### src/rtl/core/rte_pkg.sv
// ----------------------------------------------------------------------------
// rte_pkg
// shared constants, codes and types of the rips triangle enumerator
// ----------------------------------------------------------------------------
package rte_pkg;

   // parameter defaults
   localparam int MAX_VERTICES_DEF  = 64;
   localparam int DISTANCE_BITS_DEF = 32;

   // fixed field widths
   localparam int VCOUNT_W    = 7;
   localparam int LIMIT_W     = 32;
   localparam int EDGE_IDX_W  = 11;
   localparam int RANK_OUT_W  = 11;
   localparam int MIN_VERTICES = 3;

   // configuration port
   localparam int CSR_ADDR_W = 3;
   localparam int CSR_DATA_W = 32;
   localparam int CSR_IDX_W  = CSR_ADDR_W - 2;

   localparam logic [CSR_IDX_W-1:0] REG_VERTEX_COUNT   = CSR_IDX_W'(0);
   localparam logic [CSR_IDX_W-1:0] REG_DIAMETER_LIMIT = CSR_IDX_W'(1);

   localparam logic [VCOUNT_W-1:0] VCOUNT_RESET = VCOUNT_W'(3);
   localparam logic [LIMIT_W-1:0]  LIMIT_RESET  = '1;

   // input action codes
   localparam logic ACT_LOAD = 1'b0;
   localparam logic ACT_STEP = 1'b1;

   typedef enum logic [3:0] {
      ST_IDLE,
      ST_MUL_A,
      ST_MUL_B,
      ST_RANK,
      ST_RD_AB,
      ST_RD_AC,
      ST_RD_BC,
      ST_MAX_BC,
      ST_OUT
   } rte_state_type;

   typedef enum logic [1:0] {
      RD_AB,
      RD_AC,
      RD_BC
   } rte_rd_sel_type;

   typedef struct packed {
      logic [VCOUNT_W-1:0] vertex_count;
      logic [LIMIT_W-1:0]  diameter_limit;
   } rte_cfg_type;

   typedef struct packed {
      logic           accept;
      logic           load_wr;
      logic           capture;
      logic           mul_a;
      logic           mul_b;
      logic           rank;
      logic           rd_en;
      rte_rd_sel_type rd_sel;
      logic           max_init;
      logic           max_acc;
      logic           out_load;
   } rte_cmd_type;

   typedef struct packed {
      logic req_valid;
      logic req_step;
      logic out_free;
   } rte_sts_type;

endpackage

### src/rtl/core/rte_ctrl.sv
// ----------------------------------------------------------------------------
// rte_ctrl
// sequencer for loads and steps: rank products, ab/ac/bc edge reads, result
// ----------------------------------------------------------------------------
module rte_ctrl
   import rte_pkg::*;
(
   input  logic        clock,
   input  logic        reset,
   input  rte_sts_type sts,
   output rte_cmd_type cmd
);
   rte_state_type state_ff, state_in;

   always_comb begin
      state_in = state_ff;
      unique case (state_ff)
         ST_IDLE:   if (sts.req_valid && sts.req_step) state_in = ST_MUL_A;
         ST_MUL_A:  state_in = ST_MUL_B;
         ST_MUL_B:  state_in = ST_RANK;
         ST_RANK:   state_in = ST_RD_AB;
         ST_RD_AB:  state_in = ST_RD_AC;
         ST_RD_AC:  state_in = ST_RD_BC;
         ST_RD_BC:  state_in = ST_MAX_BC;
         ST_MAX_BC: state_in = ST_OUT;
         ST_OUT:    if (sts.out_free) state_in = ST_IDLE;
         default:   state_in = ST_IDLE;
      endcase
   end

   always_comb begin
      cmd = '0;
      cmd.rd_sel = RD_AB;
      unique case (state_ff)
         ST_IDLE: begin
            cmd.accept  = 1'b1;
            cmd.load_wr = sts.req_valid && !sts.req_step;
            cmd.capture = sts.req_valid && sts.req_step;
         end
         ST_MUL_A: cmd.mul_a = 1'b1;
         ST_MUL_B: cmd.mul_b = 1'b1;
         ST_RANK:  cmd.rank  = 1'b1;
         ST_RD_AB: begin
            cmd.rd_en  = 1'b1;
            cmd.rd_sel = RD_AB;
         end
         ST_RD_AC: begin
            cmd.rd_en    = 1'b1;
            cmd.rd_sel   = RD_AC;
            cmd.max_init = 1'b1;
         end
         ST_RD_BC: begin
            cmd.rd_en   = 1'b1;
            cmd.rd_sel  = RD_BC;
            cmd.max_acc = 1'b1;
         end
         ST_MAX_BC: cmd.max_acc  = 1'b1;
         ST_OUT:    cmd.out_load = sts.out_free;
         default: ;
      endcase
   end

   always_ff @(posedge clock) begin
      if (reset) begin
         state_ff <= ST_IDLE;
      end else begin
         state_ff <= state_in;
      end
   end
endmodule

### config.mk
export PLATFORM = sky130hd
export DESIGN_NAME = rte_ctrl
export DESIGN_NICKNAME = d
export VERILOG_FILES = /design/src/rtl/core/rte_pkg.sv /design/src/rtl/core/rte_ctrl.sv
export SDC_FILE = /design/constraint.sdc
export NUM_CORES = 1
export LEC_CHECK = 0
export BUFFER_PORTS_ARGS = -buffer_cell sky130_fd_sc_hd__buf_2
export CAP_MARGIN = 25
export CORE_AREA = 8 8 45 47
export CTS_CLUSTER_DIAMETER = 80
export DETAILED_ROUTE_END_ITERATION = 16
export DIE_AREA = 0 0 53 55
export GPL_ROUTABILITY_DRIVEN = 0
export HOLD_SLACK_MARGIN = 0.03
export MAX_ROUTING_LAYER = met4
export PLACE_DENSITY = 0.41
export SYNTH_ARGS = -nofsm -noshare
export SYNTH_HDL_FRONTEND = slang
export SYNTH_SLANG_ARGS = --single-unit
### constraint.sdc
create_clock -name clock -period 2.5 [get_ports clock]
set_clock_uncertainty 0.1 [all_clocks]
set_input_delay 0.5 -clock clock [delete_from_list [all_inputs] [get_ports clock]]
set_output_delay 0.5 -clock clock [all_outputs]
set_load 0.01 [all_outputs]
=== After elaboration in Yosys (flattened, before gate mapping) ===
Index checks and enable logic that the tools add are counted.

* Equality and inequality tests: 10
* Multiplexer cells: 11
* Reduce and logical (&&, ||, !) cells: 6

{| class="wikitable"
|+ Operators by type and width
! cell !! count
|-
| $pmux 4 s9 || 1
|-
| $eq 4x3->1 const B || 4
|-
| $pmux 3 s3 || 1
|-
| $eq 4x2->1 const B || 2
|-
| $mux 4 || 2
|-
| $mux 1 || 6
|-
| $eq 4x1->1 const B || 1
|-
| $eq 4x4->1 const B || 1
|-
| $logic_not 4->1 || 1
|-
| $ne 2x2->1 const B || 2
|-
| $mux 3 || 1
|-
| $logic_and 1x1->1 || 2
|-
| $reduce_and 2->1 || 1
|-
| $reduce_or 2->1 || 1
|-
| $logic_not 1->1 || 1
|}

* Register bits: 4
* Input port bits: 5
* Output and inout port bits: 12
* Logic and storage cells: 28

=== Depth between registers and ports, before layout ===
* Depth after elaboration: 3
* Gate-level depth with buffers: 4
* Mapped depth without buffers: 3

=== Worst setup path after synthesis ===
OpenSTA, ideal clock, no wires.

* Kind: flip-flop to output port
* Start: register state_ff[3]
* End: output cmd[9] in the netlist's numbering
* Arrival time: 1,290 ps
* Required time: 1,900 ps
* Slack: 610 ps
* Stages on the path, launching flop included: 4
* Buffers on the path: 1
* Cell sequence: dfxtp_1 -> buf_4 -> nor4_1 -> and3_1

{| class="wikitable"
|+ RTL lines
! what !! RTL line !! source
|-
| start: declaration || rte_ctrl.sv:13 || <nowiki>rte_state_type state_ff, state_in;</nowiki>
|-
| start signal: assignment || rte_ctrl.sv:67 || <nowiki>state_ff <= state_in;</nowiki>
|-
| end: declaration || rte_ctrl.sv:11 || <nowiki>output rte_cmd_type cmd</nowiki>
|}

==> results.md <==
- Power Density: 628 nW/um^2
- Vias in the first global route: 252
- Number of buffers created by CTS: 3
- Clock share of power: 37.3%
- Row cnt: 14
- Critical setup path kind: flop to output port
- Number of library cell types mapped by synthesis: 16
- Post-route ant nets: 0
- Area Growth Syn to Fin: 43.9%
- CP Cell Sequence: nor4_1, and3_1, buf_2
- Detail Placement HPWL: 578 um
- Largest net degree at the start of global routing: 10
- Max cap viols: 0
- Synth Instances: 32
- Cts hold-fix bufs: 0
- Worst Setup End Kind: output port
- Clk slew on worst S/H paths: 0.04 ns
- Mean post-synth cell area: 7.66 um^2
- Inserted Diodes: 0
- CTS max path bufs: 2
- DIE WIDTH: 53 um
- Post-synth top cells: nor2_1 (5), dfxtp_1 (4), nor3_1 (4)
- Vias post-DR: 286
- WP data arrival: 1.45 ns
- Hold Path Class: input pin to flop
- Synth Area in Compound Gates: 13.3%
- Final worst slack: 0.454 ns
- Largest family of logic cells by synthesized area: simple AND/OR/NAND/NOR gates
- Final setup viols: 0
- Max-slew violations: 0
- Peak supply drop: 0.116 mV
- Crit path largest cell delay: 0.52 ns
- Most common cell in the netlist: nor2_1
- First-pass GRT wire length: 1170 um
- DR iter-0 viols: 8
- Biggest regs: state_ff: 4 flops
- # nets final: 56
- FILL cells: 161
- Internal power: 150 uW
- RSZ-0062 raised after global routing: no
- Clock Latency Late Sink: 0.24 ns
- Util after Layout: 25.5%
- Async SR Flop Fraction: 0%
- Number of flip-flops in the largest register: 4
- Critical-path top delay cell: nor4_1
- Fmax: 489 MHz
- Slew Limit Headroom: 64.9%
- Fin. Hold Viols: 0
- Routed vias/inst: 4.40
- Adder-Cell Fraction of Synth Area: 0%
- DRC viols: 0
- Syn nets: 37
- Sequential share of the synthesized area: 32.7%
- Post-CTS sizing: 0
- Status: complete, no violations
- Synth Cell Area: 245 um^2
- Core ar.: 1380 um^2
- Number of synthesis warnings: 0
- Reg power frac: 35.6%
- Main synth FF type: dfxtp_1
- Combinational Power Share: 27.1%
- Clk sink count: 4
- Critical path required time: 1.90 ns
- # IOs: 17
- H-tree depth: 1
- Synth top area share: 32.7%
- Psw: 71.5 uW
- Sw Ratio: 32.3%
- Post-Route Setup TNS: 0 ns
- Initial antenna violation count: 0
- Pleak: 0.177 nW
- Largest reg by FF count: state_ff
- Synth area leaders: dfxtp_1 (33%), nor3_1 (8.2%), nor2_1 (7.7%)
- Wire per inst: 11.1 um
- CTS Root Buffer Type: clkbuf_4
- GRT overflow: 0
- Yosys reg bits: 4
- Postcts setup bufs: 0
- IO Port Bufs: 16
- Die Span Y: 55 um
- Worst slack at placement: 0.708 ns
- Worst setup SP type: flop
- Share of post-route cells with drive strength above 1: 42.9%
- CTS tree: done
- Post-Synth XOR/XNOR Area: 3.57%
- Tmin final: 2.05 ns
- 1st-pass router iterations: 4
- Simple-Gate Fraction of Synth Area: 41.3%
- Fin crit share: 81.8%
- Routed WL: 719 um
- Area leader, netlist: dfxtp_1
- Mux cell area share after synthesis: 0%
- Worst slew pin tran: 0.521 ns
- Starting Density: 17.7%
- GRT Overall Usage: 5.63%
- Die Area: 2920 um^2
- Crit-path max FO: 7
- Power Total: 221 uW
- Number of synthesized flops with an enable pin: 0
-- cell families (layout without fill, tap and decap cells) --
logic type | count (synthesis) | after routing
XOR/XNOR | 1 | 1
flip-flops | 4 | 4
buffers and inverters | 4 | 21
AND/OR/NAND/NOR | 19 | 19
AO/OA/AOI/OAI | 4 | 4
-- stage by stage --
| step | hold slack (ns) | area (um^2) | std cells |
|---|---|---|---|
| 2_1_floorplan | 0.388 | 245 | 32 |
| 3_3_place_gp | 0.463 | 330 | 62 |
| 3_5_place_dp | 0.436 | 330 | 62 |
| 4_1_cts | 0.386 | 353 | 65 |
| 5_1_grt | 0.398 | 353 | 65 |
| 6_report | 0.393 | 353 | 65 |
-- worst max-delay path, delay by kind of cell (launching register included) --
kind / cells / cell delay [ns]
AND/OR/NAND/NOR: 2 / 0.74
flip-flops: 1 / 0.35
buffers and inverters: 1 / 0.12
-- power by group through the flow --
| stage | registers (mW) | clock network [mW] | logic (mW) |
|---|---|---|---|
| final | 0.0788 | 0.0826 | 0.0601 |
| after global placement | 0.0807 | 0 | 0.0620 |
| after detailed placement | 0.0799 | 0 | 0.0608 |
| after CTS | 0.0790 | 0.0873 | 0.0612 |
| after floorplan | 0.0777 | 0 | 0.0372 |
| after global routing | 0.0802 | 0.0921 | 0.0676 |
-- area by class of cell --
cell class	count	area (um^2)	share of cell area (%)
repair buffers	16	80.1	22.7
clock buffers	3	22.5	6.38
well taps	16	20.0	5.67
flip-flops and latches	4	80.1	22.7
multi-input cells	24	143	40.4
inverters	2	7.51	2.13
-- per-layer routing --
layer | share of wire, % | GRT usage [%] | vias to the layer above
met2 | 40 | 8.01 | 12
met5 | 0 | - | -
met1 | 42 | 5.61 | 127
met4 | 2.5 | 5.17 | 0
met3 | 15 | 2.67 | 2
li1 | - | - | 145
-- cell usage in the layout (no fill, tap or decap), types with 2 or more instances in the layout --
| master | netlist | layout |
|---|---|---|
| buf_2 | 0 | 16 |
| nand2_1 | 3 | 3 |
| nand2b_1 | 2 | 2 |
| dfxtp_1 | 4 | 4 |
| nor4_1 | 2 | 2 |
| nor3_1 | 4 | 4 |
| nor2_1 | 5 | 5 |
| clkbuf_4 | 0 | 3 |
| inv_1 | 2 | 2 |
-- path summary, 6_finish.rpt --
path	startpoint	to	slack (ns)	cells past startpoint
worst max-delay path	state_ff[0]	cmd[9]	0.45	3
worst min-delay path	reset	state_ff[1]	0.39	2
worst max register to register	state_ff[3]	state_ff[3]	1.02	3
worst min register to register	state_ff[0]	state_ff[0]	0.44	1
No activity file was read; power rests on OpenSTA's default activity.
