--- config.mk ---
export PLATFORM = sky130hd
export DESIGN_NAME = rte_csr
export DESIGN_NICKNAME = d
export VERILOG_FILES = /design/src/rtl/core/rte_pkg.sv /design/src/rtl/core/rte_csr.sv
export SDC_FILE = /design/constraint.sdc
export NUM_CORES = 1
export LEC_CHECK = 0
export BUFFER_PORTS_ARGS = -buffer_cell sky130_fd_sc_hd__buf_4
export CORE_AREA = 3 3 71 100
export DETAILED_ROUTE_END_ITERATION = 12
export DIE_AREA = 0 0 74 103
export SLEW_MARGIN = 40
export SYNTH_ARGS = -nofsm -noshare
export SYNTH_HDL_FRONTEND = slang
export SYNTH_SLANG_ARGS = --single-unit
--- constraint.sdc ---
create_clock -name clock -period 1.2 [get_ports clock]
set_clock_uncertainty 0.1 [all_clocks]
set_input_delay 0.24 -clock clock [delete_from_list [all_inputs] [get_ports clock]]
set_output_delay 0.24 -clock clock [all_outputs]
set_load 0.01 [all_outputs]
--- src/rtl/core/rte_pkg.sv ---
// ----------------------------------------------------------------------------
// rte_pkg
// shared constants, codes and types of the rips triangle enumerator
// ----------------------------------------------------------------------------
package rte_pkg;

   // parameter defaults
   localparam int MAX_VERTICES_DEF  = 64;
   localparam int DISTANCE_BITS_DEF = 32;

   // fixed field widths
   localparam int VCOUNT_W    = 7;
   localparam int LIMIT_W     = 32;
   localparam int EDGE_IDX_W  = 11;
   localparam int RANK_OUT_W  = 11;
   localparam int MIN_VERTICES = 3;

   // configuration port
   localparam int CSR_ADDR_W = 3;
   localparam int CSR_DATA_W = 32;
   localparam int CSR_IDX_W  = CSR_ADDR_W - 2;

   localparam logic [CSR_IDX_W-1:0] REG_VERTEX_COUNT   = CSR_IDX_W'(0);
   localparam logic [CSR_IDX_W-1:0] REG_DIAMETER_LIMIT = CSR_IDX_W'(1);

   localparam logic [VCOUNT_W-1:0] VCOUNT_RESET = VCOUNT_W'(3);
   localparam logic [LIMIT_W-1:0]  LIMIT_RESET  = '1;

   // input action codes
   localparam logic ACT_LOAD = 1'b0;
   localparam logic ACT_STEP = 1'b1;

   typedef enum logic [3:0] {
      ST_IDLE,
      ST_MUL_A,
      ST_MUL_B,
      ST_RANK,
      ST_RD_AB,
      ST_RD_AC,
      ST_RD_BC,
      ST_MAX_BC,
      ST_OUT
   } rte_state_type;

   typedef enum logic [1:0] {
      RD_AB,
      RD_AC,
      RD_BC
   } rte_rd_sel_type;

   typedef struct packed {
      logic [VCOUNT_W-1:0] vertex_count;
      logic [LIMIT_W-1:0]  diameter_limit;
   } rte_cfg_type;

   typedef struct packed {
      logic           accept;
      logic           load_wr;
      logic           capture;
      logic           mul_a;
      logic           mul_b;
      logic           rank;
      logic           rd_en;
      rte_rd_sel_type rd_sel;
      logic           max_init;
      logic           max_acc;
      logic           out_load;
   } rte_cmd_type;

   typedef struct packed {
      logic req_valid;
      logic req_step;
      logic out_free;
   } rte_sts_type;

endpackage

--- src/rtl/core/rte_csr.sv ---
// ----------------------------------------------------------------------------
// rte_csr
// apb-style configuration registers
// ----------------------------------------------------------------------------
module rte_csr
   import rte_pkg::*;
(
   input  logic                  clock,
   input  logic                  reset,
   input  logic                  psel,
   input  logic                  penable,
   input  logic                  pwrite,
   input  logic [CSR_ADDR_W-1:0] paddr,
   input  logic [CSR_DATA_W-1:0] pwdata,
   output logic [CSR_DATA_W-1:0] prdata,
   output logic                  pready,
   output rte_cfg_type           cfg
);
   logic [VCOUNT_W-1:0]  vertex_count_ff, vertex_count_in;
   logic [LIMIT_W-1:0]   limit_ff, limit_in;
   logic [CSR_IDX_W-1:0] reg_idx;
   logic                 wr_en;

   assign reg_idx = paddr[CSR_ADDR_W-1:2];
   assign wr_en   = psel && penable && pwrite;
   assign pready  = 1'b1;

   always_comb begin
      vertex_count_in = vertex_count_ff;
      limit_in        = limit_ff;
      if (wr_en) begin
         unique case (reg_idx)
            REG_VERTEX_COUNT:   vertex_count_in = pwdata[VCOUNT_W-1:0];
            REG_DIAMETER_LIMIT: limit_in        = pwdata[LIMIT_W-1:0];
            default: ;
         endcase
      end
   end

   always_ff @(posedge clock) begin
      if (reset) begin
         vertex_count_ff <= VCOUNT_RESET;
         limit_ff        <= LIMIT_RESET;
      end else begin
         vertex_count_ff <= vertex_count_in;
         limit_ff        <= limit_in;
      end
   end

   always_comb begin
      unique case (reg_idx)
         REG_VERTEX_COUNT:   prdata = CSR_DATA_W'(vertex_count_ff);
         REG_DIAMETER_LIMIT: prdata = CSR_DATA_W'(limit_ff);
         default:            prdata = '0;
      endcase
   end

   assign cfg.vertex_count   = vertex_count_ff;
   assign cfg.diameter_limit = limit_ff;
endmodule

; ---- Word-level counts from Yosys, hierarchy flattened
; Cells that the tools add are included.
; W data, S select, Z words.
[totals]
output_inout_bits = 72
ff_bits = 39
input_bits = 40
[classes]
n_reduce_logical = 4
muxes = 1
bitwise = 1
[ops]
columns = op, count
row1 = $pmux W32 S2, 1
row2 = $reduce_and A2 Y1, 2
row3 = $logic_and A1 B1 Y1, 2
row4 = $not A1 Y1, 1

; ---- Depth between registers and ports, before layout
; Gate-level depths: netlist (run 1).
[logic_depth]
ltp_word = 3
depth_mapped = 4
depth_no_buf = 2

; ---- Least setup slack after synthesis (run 1)
; OpenSTA, ideal clock, no wires.
[synth_path]
kind = input -> output
startpoint = in paddr[2]
endpoint = out prdata[2]
arrival_time_ns = 0.765
stages = 2
setup_slack_ns = 0.095
t_required_ns = 0.860
n_path_buf = 1
cell_sequence = buf_2 -> mux2_2
[synth_between]
elab_chain_len = 2
[synth_lines]
columns = element, line_no
row1 = "start, declared", rte_csr.sv:13  ; input logic [CSR_ADDR_W-1:0] paddr,
row2 = $not A1 Y1 (no line), -
row3 = $pmux W32 S2 *, rte_csr.sv:51  ; unique case (reg_idx)
row4 = "end, declared", rte_csr.sv:15  ; output logic [CSR_DATA_W-1:0] prdata,
; Every way passes the cells marked *; elsewhere a longest branch is shown, timed or not.

; ---- Worst setup path after layout (run 1)
[layout_path]
startpoint = reg vertex_count_ff[6]
endpoint = out prdata[6]
[layout_between]
elab_chain_len = 1
[layout_lines]
columns = element, line_no
row1 = "start, declared", rte_csr.sv:19  ; logic [VCOUNT_W-1:0] vertex_count_ff, vertex_count_in;
row2 = "start signal, assigned", rte_csr.sv:45  ; vertex_count_ff <= vertex_count_in;
row3 = $pmux W32 S2, rte_csr.sv:51
; No other way between the ends.

==> flow_metrics.env, run 1 <==
export IMPL_drive_gt1_frac=0.560
export IMPL_cts_tree="done"
export IMPL_dr_total_vias=1760
export IMPL_cts_sinks=39
export IMPL_p_leak_nw=1.33
export IMPL_p_sw_frac=0.244
export IMPL_endpoint_kind="primary output"
export IMPL_worstSetupStartpoint="vertex_count_ff[6]"
export IMPL_reg2reg_setup_slack_ns=0.26
export IMPL_setup_violations=31
export IMPL_final_cell_mix="81 x buf_4, 66 x nor2_1, 42 x buf_6, 39 x mux2i_1, 34 x dfxtp_2"
export IMPL_pwr_density_cell_nw_per_um2=893
export IMPL_grt_pass1_vias=1746
export IMPL_maxCapViolCount=0
export IMPL_whs_ns=0.111
export IMPL_remaining_drc_errors=0
export IMPL_clk_latency_ns=0.28
export IMPL_status="finished, violations left"
export IMPL_cp_num_cells=2
export IMPL_portBuffers=108
export IMPL_highest_layer="met4"
export IMPL_violations="negative setup slack"
export IMPL_layout_commonest_cell="buf_4"
export IMPL_syn_to_final_growth_pct=68.6
export IMPL_synth_cell_area_um2=1870
export IMPL_rsz0062_at_grt="true"
export IMPL_r2r_start="limit_ff[1]"
export IMPL_cts_hold_buf=0
export IMPL_gp_congestion=0.671
export IMPL_power_switching_mw=0.685
export IMPL_syn_num_nets=246
export IMPL_start_kind="flip-flop"
export IMPL_first_iter_violations=53
export IMPL_min_path_type="in -> reg"
export IMPL_max_freq_ghz=0.741
export IMPL_rr_endpoint="limit_ff[1]"
export IMPL_pin_count=112
export IMPL_ant_nets=0
export IMPL_die_h_um=103
export IMPL_met3_length_um=423
export IMPL_core_area_um2=6250
export IMPL_fin_crit_sh=1.12
export IMPL_p_seq_frac=0.479
export IMPL_worst_slack_ns=-0.149
export IMPL_gr_total_overflow=0
export IMPL_synth_cells=206
export IMPL_maxSlewHeadroom=0.547
export IMPL_drt_total_wl_mm=4.93
export IMPL_diodes=0
export IMPL_path_cells="mux2_2 -> buf_6"
export IMPL_htreeDepth=2
export IMPL_met2_length_mm=2.46
export IMPL_nets=363
export IMPL_filler_cell_count=612
export IMPL_reg2reg_depth=4
export IMPL_cts_path_max_buffers=2
export IMPL_cp_top_family="flip-flops"
export IMPL_finalHoldViolCount=0
export IMPL_power_mw=2.81
export IMPL_synth_area_per_cell_um2=9.07
export IMPL_root_buffer="clkbuf_8"
export IMPL_synth_distinct_cells=14
export IMPL_path_buf_inv=1
export IMPL_period_needed_ns=1.35
export IMPL_path_class="reg -> out"
export IMPL_met1Wirelength_mm=2.03
export IMPL_grt_start_max_net_pins=77
export IMPL_power_frac_comb=0.205
export IMPL_drt_pass1_iterations=4
export IMPL_tightest_slew_ns=0.680
export IMPL_ir_drop_mv=0.475
export IMPL_synth_warnings=0
export IMPL_dp_hpwl_mm=3.36
export IMPL_ys_ff_latch=39
export IMPL_grt_pass1_wl_mm=7.92
export IMPL_numCtsBuffers=5
export IMPL_slowest_delay_ns=0.34
export IMPL_slew_violations=0
export IMPL_initial_core_util=0.299
export IMPL_clk_pin_slew_ns=0.08
export IMPL_antenna_found_initial=0
export IMPL_critPathCapture="prdata[6]"
export IMPL_slowest_stage="dfxtp_2"
export IMPL_synth_seq_area_share=0.418
export IMPL_avgViaCountPerCell=4.46
export IMPL_final_util=0.504
export IMPL_cp_max_fo=2
export IMPL_wire_per_inst_um=12.5
export IMPL_arrival_ns=1.01
export IMPL_grt_usage=0.131
export IMPL_die_area_um2=7620
export IMPL_pwr_share_clk=0.315
export IMPL_rows=34
export IMPL_p_int_mw=2.13
export IMPL_dieWidth_um=74
export IMPL_cp_required_ns=0.86
final cells by class:
cell class,instances,area (µm²),area share
repair buffers,127,1160,0.369
clock inverters,1,5.00,0.00159
flip-flops and latches,39,823,0.261
clock buffers,6,82.6,0.0262
well taps,72,90.1,0.0286
multi-input cells,150,987,0.313
layer usage:
metal | GRT usage | vias up
met1 | 0.157 | 805
li1 | - | 883
met5 | 0 | -
met4 | 0.0391 | 0
met2 | 0.221 | 70
met3 | 0.0420 | 2
state kept, by name, summed over array words and instances (netlist names):
name,count
vertex_count_ff,7
limit_ff,32
cell usage after synthesis:
cell type / number / area share
and2_1: 25 / 0.084
dfxtp_1: 39 / 0.42
buf_2: 4 / 0.011
nor2_1: 66 / 0.13
buf_4: 1 / 0.0040
conb_1: 1 / 0.0020
nand2b_1: 10 / 0.033
buf_12: 3 / 0.032
buf_6: 1 / 0.0060
mux2_2: 7 / 0.042
clkbuf_1: 8 / 0.016
and4b_1: 1 / 0.0054
mux2i_1: 39 / 0.21
and4_1: 1 / 0.0047
per-stage QoR:
step	worst slack [ns]	instances	area, µm²	setup TNS [ns]
5_1_grt	-0.179	395	3150	-3.12
2_1_floorplan	0.0950	206	1870	0
6_report	-0.149	395	3150	-1.41
3_5_place_dp	-0.137	373	2710	-6.47
4_1_cts	-0.152	394	3120	-1.79
3_3_place_gp	-0.103	373	2710	-5.12
what timing repair did:
action                                  in CTS  in global routing
gates resized for setup                     81                  8
setup buffers                               14                  2
cloned                                       0                  0
pin swaps                                    0                  0
endpoints found under the setup margin      32                 46
kinds of logic (layout without fill, tap and decap cells):
| kind of cell | count (synthesis) | count (layout) | share of synthesized area |
|---|---|---|---|
| AND/OR/NAND/NOR | 103 | 103 | 0.260 |
| buffers and inverters | 17 | 134 | 0.0690 |
| multiplexers | 46 | 46 | 0.251 |
| other | 1 | 1 | 0.00201 |
| flip-flops | 39 | 39 | 0.418 |
tightest hold or removal path, cell delays in order:
cell and delay [ns]:
buf_4 0.08, nor2_1 0.03, mux2i_1 0.11
worst min path at each step:
| stage | startpoint | end | slack [ns] | cells after the start |
|---|---|---|---|---|
| floorplan | pwdata[2] | vertex_count_ff[2] | 0.29 | 2 |
| global placement | vertex_count_ff[4] | vertex_count_ff[4] | 0.38 | 2 |
| detailed placement | vertex_count_ff[3] | vertex_count_ff[3] | 0.38 | 2 |
| CTS | pwdata[8] | limit_ff[8] | 0.10 | 3 |
| global route | pwdata[29] | limit_ff[29] | 0.10 | 3 |
| finish | pwdata[8] | limit_ff[8] | 0.11 | 3 |
power by group through the flow:
stage / combinational [mW] / clock [mW] / sequential (mW)
after detailed placement: 0.501 / 0 / 1.37
final: 0.577 / 0.887 / 1.35
after global routing: 0.630 / 0.985 / 1.35
after global placement: 0.494 / 0 / 1.37
after floorplan: 0.230 / 0 / 1.38
after CTS: 0.583 / 0.928 / 1.35
Power figures use the tool's default switching activity.
==> run 2, diff against run 1 <==
--- a/config.mk
+++ b/config.mk
@@ -9,6 +9,7 @@
 export CORE_AREA = 3 3 71 100
 export DETAILED_ROUTE_END_ITERATION = 12
 export DIE_AREA = 0 0 74 103
+export RECOVER_POWER = 25
 export SLEW_MARGIN = 40
 export SYNTH_ARGS = -nofsm -noshare
 export SYNTH_HDL_FRONTEND = slang
==> run 2 against run 1 <==
Against the previous run:
- the run still ends with negative setup slack left
- global-route usage stayed put
- clock power hardly changed
- sequential share of layout area is 0.11 points higher
- first-iteration DRC count is 5.7% higher
- worst hold slack hardly changed
- flip-flop and latch count stayed put
==> flow_metrics.env, run 2 (synthesis results as in run 1) <==
export IMPL_avgViaCountPerCell=4.45
export IMPL_p_leak_nw=1.32
export IMPL_nets=363
export IMPL_r2r_start="limit_ff[1]"
export IMPL_cts_hold_buf=0
export IMPL_portBuffers=108
export IMPL_max_freq_ghz=0.741
export IMPL_cts_tree="done"
export IMPL_filler_cell_count=611
export IMPL_finalHoldViolCount=0
export IMPL_core_area_um2=6250
export IMPL_dp_hpwl_mm=3.36
export IMPL_drive_gt1_frac=0.557
export IMPL_finalSetupTns_ns=-1.42
export IMPL_endpoint_kind="primary output"
export IMPL_slew_violations=0
export IMPL_syn_to_final_growth_pct=67.9
export IMPL_start_kind="flip-flop"
export IMPL_largest_register="limit_ff"
export IMPL_antenna_found_initial=0
export IMPL_die_h_um=103
export IMPL_dr_total_vias=1756
export IMPL_grt_usage=0.131
export IMPL_reg_top3="limit_ff (32), vertex_count_ff (7)"
export IMPL_dp_cells=373
export IMPL_min_from="pwdata[8]"
export IMPL_rows=34
export IMPL_maxCapViolCount=0
export IMPL_dieWidth_um=74
export IMPL_maxSlewHeadroom=0.512
export IMPL_drt_pass1_iterations=4
export IMPL_pin_count=112
export IMPL_largest_reg_flops=32
export IMPL_grt_pass1_wl_mm=7.92
export IMPL_die_area_um2=7620
export IMPL_path_cells="mux2_2 -> buf_6"
export IMPL_remaining_drc_errors=0
export IMPL_clk_latency_ns=0.29
export IMPL_slowest_stage="dfxtp_2"
export IMPL_ir_drop_mv=0.476
export IMPL_arrival_ns=1.01
export IMPL_cts_path_max_buffers=2
export IMPL_grt_start_max_net_pins=77
export IMPL_slowest_delay_ns=0.34
export IMPL_layout_commonest_cell="buf_4"
export IMPL_power_mw=2.81
export IMPL_pwr_density_cell_nw_per_um2=896
export IMPL_tightest_slew_ns=0.732
export IMPL_final_instance_count_excl_fill=395
export IMPL_violations="negative setup slack"
export IMPL_cts_sinks=39
export IMPL_cp_max_fo=2
export IMPL_first_iter_violations=56
export IMPL_drt_total_wl_mm=4.94
export IMPL_ant_nets=0
export IMPL_numCtsBuffers=5
export IMPL_rsz0062_at_grt="true"
export IMPL_status="finished, violations left"
export IMPL_path_class="reg -> out"
export IMPL_worst_slack_ns=-0.149
export IMPL_clk_pin_slew_ns=0.08
export IMPL_period_needed_ns=1.35
export IMPL_htreeDepth=2
export IMPL_final_cell_mix="80 x buf_4, 66 x nor2_1, 42 x buf_6, 39 x mux2i_1, 34 x dfxtp_2"
export IMPL_grt_pass1_vias=1746
export IMPL_worstSetupStartpoint="vertex_count_ff[6]"
export IMPL_initial_core_util=0.299
export IMPL_gp_congestion=0.671
export IMPL_cp_required_ns=0.86
export IMPL_root_buffer="clkbuf_8"
export IMPL_wire_per_inst_um=12.5
export IMPL_diodes=0
export IMPL_gr_total_overflow=0
export IMPL_min_path_type="in -> reg"
export IMPL_setup_violations=31
export IMPL_fin_crit_sh=1.12
[run 2: changes by cell type in the layout (fill, tap and decap cells not counted), sizes merged]
cell    previous run  this run
buf              127       125
clkbuf             6         8
[run 2: area by class of cell]
cell class | count | area (µm²) | area share
repair buffers | 127 | 1150 | 0.366
multi-input cells | 150 | 986 | 0.314
flip-flops and latches | 39 | 823 | 0.263
well taps | 72 | 90.1 | 0.0287
clock buffers | 6 | 82.6 | 0.0263
clock inverters | 1 | 5.00 | 0.00160
[run 2: what timing repair did]
action / CTS / global route
buffers inserted: 14 / 2
hold endpoints to repair: 0 / 0
resized for setup: 81 / 8
setup endpoints to repair: 32 / 46
[run 2: worst max-delay path: cells and delay by family, from the launching register on]
kind                   cells  cell delay [ns]
DFF                        1             0.34
muxes                      1             0.27
buffers and inverters      1             0.12
[run 2: per-stage QoR]
| step | hold WS, ns | setup slack, ns | area, µm² | util |
|---|---|---|---|---|
| floorplan | 0.295 | 0.0950 | 1870 | - |
| finish | 0.111 | -0.149 | 3140 | 0.501 |
| CTS | 0.101 | -0.152 | 3120 | 0.499 |
| global placement | 0.380 | -0.103 | 2710 | 0.433 |
| global route | 0.100 | -0.179 | 3140 | 0.501 |
| detailed placement | 0.383 | -0.137 | 2710 | 0.433 |
[run 2: final timing paths]
path,end,slack [ns],depth (start not counted)
setup / recovery,prdata[6],-0.15,2
hold / removal,limit_ff[8],0.11,3
setup reg to reg,limit_ff[1],0.25,4
hold reg to reg,limit_ff[30],0.42,2
[run 2: power by group]
part | leakage [nW] | switching (mW) | total (mW) | internal [mW]
Combinational | 0.970 | 0.229 | 0.575 | 0.346
Clock | 0.0470 | 0.436 | 0.888 | 0.451
Sequential | 0.306 | 0.0204 | 1.35 | 1.33
Total | 1.32 | 0.686 | 2.81 | 2.12
[run 2: per-layer routing]
metal  routed length [µm]  up-vias  GRT usage
met5                    0        -          0
met4                   19        0     0.0391
met3                  422        2     0.0420
met2                 2460       70      0.221
met1                 2040      801      0.157
li1                     -      883          -
